**src/hdl/lrs_pkg.sv**
```systemverilog
// Shared widths, register codes and pipeline word types of the range scaler.
`default_nettype none
package lrs_pkg;

	localparam int DATA_WIDTH = 32;
	localparam int XLEN       = 32;
	localparam int CFG_AW     = 2;

	typedef enum logic [CFG_AW-1:0] {
		REG_VALUE_MIN = 2'd0,
		REG_VALUE_MAX = 2'd1,
		REG_SCALE_MIN = 2'd2,
		REG_SCALE_MAX = 2'd3
	} cfg_reg_t;

	typedef logic signed [DATA_WIDTH-1:0] dword_t;

	// word carried through the restoring divider
	typedef struct packed {
		logic [DATA_WIDTH-1:0] rem;
		logic [DATA_WIDTH:0]   num;
		logic [DATA_WIDTH:0]   quo;
		logic [DATA_WIDTH-1:0] dvs;
		logic                  neg;
		logic                  pre_ovf;
		logic                  zero;
		dword_t                smin;
	} lrs_div_t;

	typedef struct packed {
		logic [XLEN-1:0] scaled;
		logic            overflow;
		logic            span_zero;
	} lrs_word_t;

endpackage
`default_nettype wire

```
**src/hdl/lrs_div_stage.sv**
```systemverilog
// One quotient bit of the pipelined restoring divider.
`default_nettype none
module lrs_div_stage (
	input  wire logic              clk,
	input  wire logic              arst_n,
	input  wire logic              en,
	input  wire logic              in_v,
	input  wire lrs_pkg::lrs_div_t in_d,
	output logic                   out_v,
	output lrs_pkg::lrs_div_t      out_d
);
	import lrs_pkg::*;

	localparam int W = DATA_WIDTH;

	logic [W:0] trial;
	logic [W:0] diff;
	logic       ge;
	lrs_div_t   nxt;

	assign trial = {in_d.rem, in_d.num[W]};
	assign ge    = trial >= {1'b0, in_d.dvs};
	assign diff  = trial - {1'b0, in_d.dvs};

	always_comb begin
		nxt     = in_d;
		nxt.rem = ge ? diff[W-1:0] : trial[W-1:0];
		nxt.num = {in_d.num[W-1:0], 1'b0};
		nxt.quo = {in_d.quo[W-1:0], ge};
	end

	always_ff @(posedge clk or negedge arst_n) begin
		if (!arst_n) begin
			out_v <= 1'b0;
		end else if (en) begin
			out_v <= in_v;
		end
	end

	always_ff @(posedge clk) begin
		if (en) begin
			out_d <= nxt;
		end
	end

endmodule
`default_nettype wire

```
**config.mk**
```make
export PLATFORM = sky130hd
export DESIGN_NAME = lrs_div_stage
export DESIGN_NICKNAME = d
export VERILOG_FILES = /design/src/hdl/lrs_pkg.sv /design/src/hdl/lrs_div_stage.sv
export SDC_FILE = /design/constraint.sdc
export NUM_CORES = 1
export LEC_CHECK = 0
export BUFFER_PORTS_ARGS = -buffer_cell sky130_fd_sc_hd__buf_4
export CAP_MARGIN = 15
export CORE_AREA = 2 2 131 133
export DETAILED_ROUTE_END_ITERATION = 16
export DIE_AREA = 0 0 133 135
export PLACE_DENSITY_LB_ADDON = 0.1
export SLEW_MARGIN = 25
export SYNTH_ARGS = -nofsm -noshare
export SYNTH_HDL_FRONTEND = slang
export SYNTH_SLANG_ARGS = --single-unit
```
**constraint.sdc**
```tcl
create_clock -name clk -period 0.8 [get_ports clk]
set_input_delay 0.12 -clock clk [delete_from_list [all_inputs] [get_ports clk]]
set_output_delay 0.12 -clock clk [all_outputs]
set_load 0.02 [all_outputs]
```
==> results.md <==
- GR Util All Layers: 29.6%
- Max Cap Viol: 0
- DR vias: 6757
- CP arrival: 2680 ps
- Lkg Pwr: 5.95 nW
- Synth area leaders: edfxtp_1 69%, ha_1 5.6%, a21oi_1 3.9%
- Port bufs: 332
- Max VDD drop: 0.00171 V
- Initial Utilization: 43.8%
- Synth top area share: 68.6%
- First-pass GRT wire length: 39900 um
- Synth Flop Type: edfxtp_1
- Initial antenna violation count: 0
- Commonest cells in the netlist: 164 x edfxtp_1, 56 x a21oi_1, 38 x inv_1
- Diode count: 0
- Grt ovf: 0
- RSZ-0062 raised after global routing: true
- Period utilisation layout: 312%
- Synthesized instance count: 513
- First drt pass iteration count: 5
- Area growth syn-to-layout: 90.6%
- Worst Path Required: 980 ps
- Most frequent cell after synthesis: edfxtp_1
- Largest net degree at the start of global routing: 70
- Number of global-route vias before repair: 6912
- Syn_area_per_cell: 14.0 sq um
- Clock-pin slew on the worst setup and hold paths: 70 ps
- Post-synth net total: 715
- Skew final: 0 ps
- HPWL after DPL: 17200 um
- Detailed Route WL: 27600 um
- # H-tree levels: 4
- Final hold vios: 0
- DRC viols: 0
- Drt via density: 5.11
- Warnings from Yosys: 0
- Post-CTS Hold Fix Bufs: 134
- Critical Path Start Type: input port
- Skew-Pair Late Insertion Delay: 430 ps
- Slew at the pin closest to its max-slew limit: 649 ps
- Non-Filler Instances: 1323
- Worst Path Max Fanout: 8
- CTS tree: done
- Tmin final: 2500 ps
- Core Rows: 47
- Die height: 135 um
- Yosys reg bits: 165
- Routability cong.: 0.896
- Routed Antenna Nets: 0
- Die W: 133 um
- DP Area: 10800 sq um
- Die area: 18000 sq um
- Final Setup Violations: 199
- Critical path class: in2reg
- Failing checks: negative setup slack
- Nets@finish: 1292
- Status: complete, but fails checks
- Clk buf depth: 2
- 1st-iter DRT viols: 461
- Max_slew headroom: 56.5%
- Async SR Flop Fraction: 0.606%
- Max Fclk: 400 MHz
- Worst Setup End Kind: flop
- Post-synth EDFFs: 164
- Max Slew Vio Count: 0
- Sequential area share after synthesis: 68.9%
- Core footprint: 16400 sq um
- Sink Count: 165
- Synth area leader: edfxtp_1
- Share of cells above drive strength 1: 48.1%
- Cell area after synthesis: 7180 sq um
- CTS root buffer: clkbuf_16
- I/O pin count: 335
- Inst Count DP: 1145
- Pwr dens: 1930 nW/um^2
- Routed len/inst: 20.8 um
- Post-route cell area: 13700 sq um
- Hold/Removal Path Class: in2reg
- Post-route setup slack: -1700 ps
- CTS buffer count: 17
- Yosys cell types: 50
[metrics by stage]
step / setup TNS (ps) / util [%] / worst slack [ps] / total power [mW] / hold slack, ps
after floorplan: -62230 / - / -1980 / 13.7 / -176
after global placement: -78450 / 65.6 / -2130 / 16.7 / -104
after detailed placement: -82320 / 65.6 / -2270 / 16.8 / -100
after CTS: -102270 / 82.0 / -1720 / 26.0 / -12.6
after global routing: -108320 / 83.4 / -1730 / 27.4 / -5.44
final: -101290 / 83.4 / -1700 / 26.4 / 7.57
[logic make-up after synthesis]
logic type               synth area share (%)
XOR/XNOR                                 3.29
flip-flops                               68.9
multiplexers                             1.86
other                                  0.0522
adder cells (fa/ha/maj)                  5.85
AND/OR/NAND/NOR                          6.48
buffers and inverters                    3.34
AO/OA/AOI/OAI                            10.2
[metal layers]
| metal | vias to the layer above | track usage [%] | share of wire (%) |
|---|---|---|---|
| li1 | 3070 | - | - |
| met1 | 3310 | 32.9 | 37 |
| met4 | 0 | 11.2 | 3.5 |
| met2 | 314 | 55.0 | 54 |
| met5 | - | 0 | 0 |
| met3 | 63 | 7.17 | 5.9 |
[final cells by class]
cell class,count,area [sq um]
Clock buffer,18,429
Clock inverter,14,141
Fill cell,842,2720
Inverter,38,160
Multi-Input combinational cell,291,2300
Sequential cell,165,4950
Tap cell,220,275
Timing Repair Buffer,577,5430
[state kept, by name, indices dropped and copies added, names as in the netlist]
| register | flops |
|---|---|
| out_v | 1 |
| out_d | 164 |
[worst max-delay path: stages]
cell	delay, ps
buf_8	80
inv_4	30
ha_4	260
nand4_1	190
or4_4	590
a21oi_4	150
nor3_4	70
a211oi_2	280
o21ai_2	110
o31ai_4	200
buf_6	150
buf_12	140
mux2_4	310
[report_power, final]
group / switching (mW) / internal [mW]
logic: 3.47 / 3.97
registers: 0.452 / 10.5
clock network: 3.89 / 4.14
[path summary, 6_finish.rpt]
| path | startpoint | to | slack (ps) | depth (start not counted) |
|---|---|---|---|---|
| setup / recovery | in_d[53] | out_d[139]$_DFFE_PP_ | -1700 | 13 |
| hold / removal | in_d[135] | out_d[136]$_DFFE_PP_ | 8 | 2 |
| setup reg to reg | out_v$_DFFE_PN0P_ | out_v$_DFFE_PN0P_ | -20 | 1 |
| hold reg to reg | out_v$_DFFE_PN0P_ | out_v$_DFFE_PN0P_ | 580 | 1 |
| max in group asynchronous | arst_n | out_v$_DFFE_PN0P_ | 70 | 3 |
| min in group asynchronous | arst_n | out_v$_DFFE_PN0P_ | 590 | 3 |
[what timing repair did]
| action | 4_1_cts | 5_1_grt |
|---|---|---|
| buffers inserted | 6 | 7 |
| pin swaps | 11 | 24 |
| resized for setup | 185 | 48 |
| setup endpoints to repair | 198 | 199 |
| hold endpoints to repair | 136 | 2 |
| gates cloned | 1 | 0 |
[placed cells by master, fill, tap and decap left out, types with 3 or more instances in the layout]
master	instances
buf_4	256
buf_6	177
edfxtp_1	164
dlygate4sd3_1	134
a21oi_1	46
inv_1	32
nor2_1	31
nand2_1	25
ha_1	23
clkbuf_16	17
xnor2_1	15
o21ai_0	14
a21o_1	12
xor2_1	12
mux2_4	10
ha_4	9
nand3_1	8
nand4_1	8
a21oi_2	7
o21a_1	6
buf_8	5
buf_12	5
inv_4	4
inv_8	4
o211ai_1	4
nor4_1	4
a31oi_1	4
inv_6	4
nor2b_1	3
o21bai_1	3
a21oi_4	3
a211oi_1	3
nor2_2	3
clkinvlp_4	3
(Power assumes the default switching activity.)
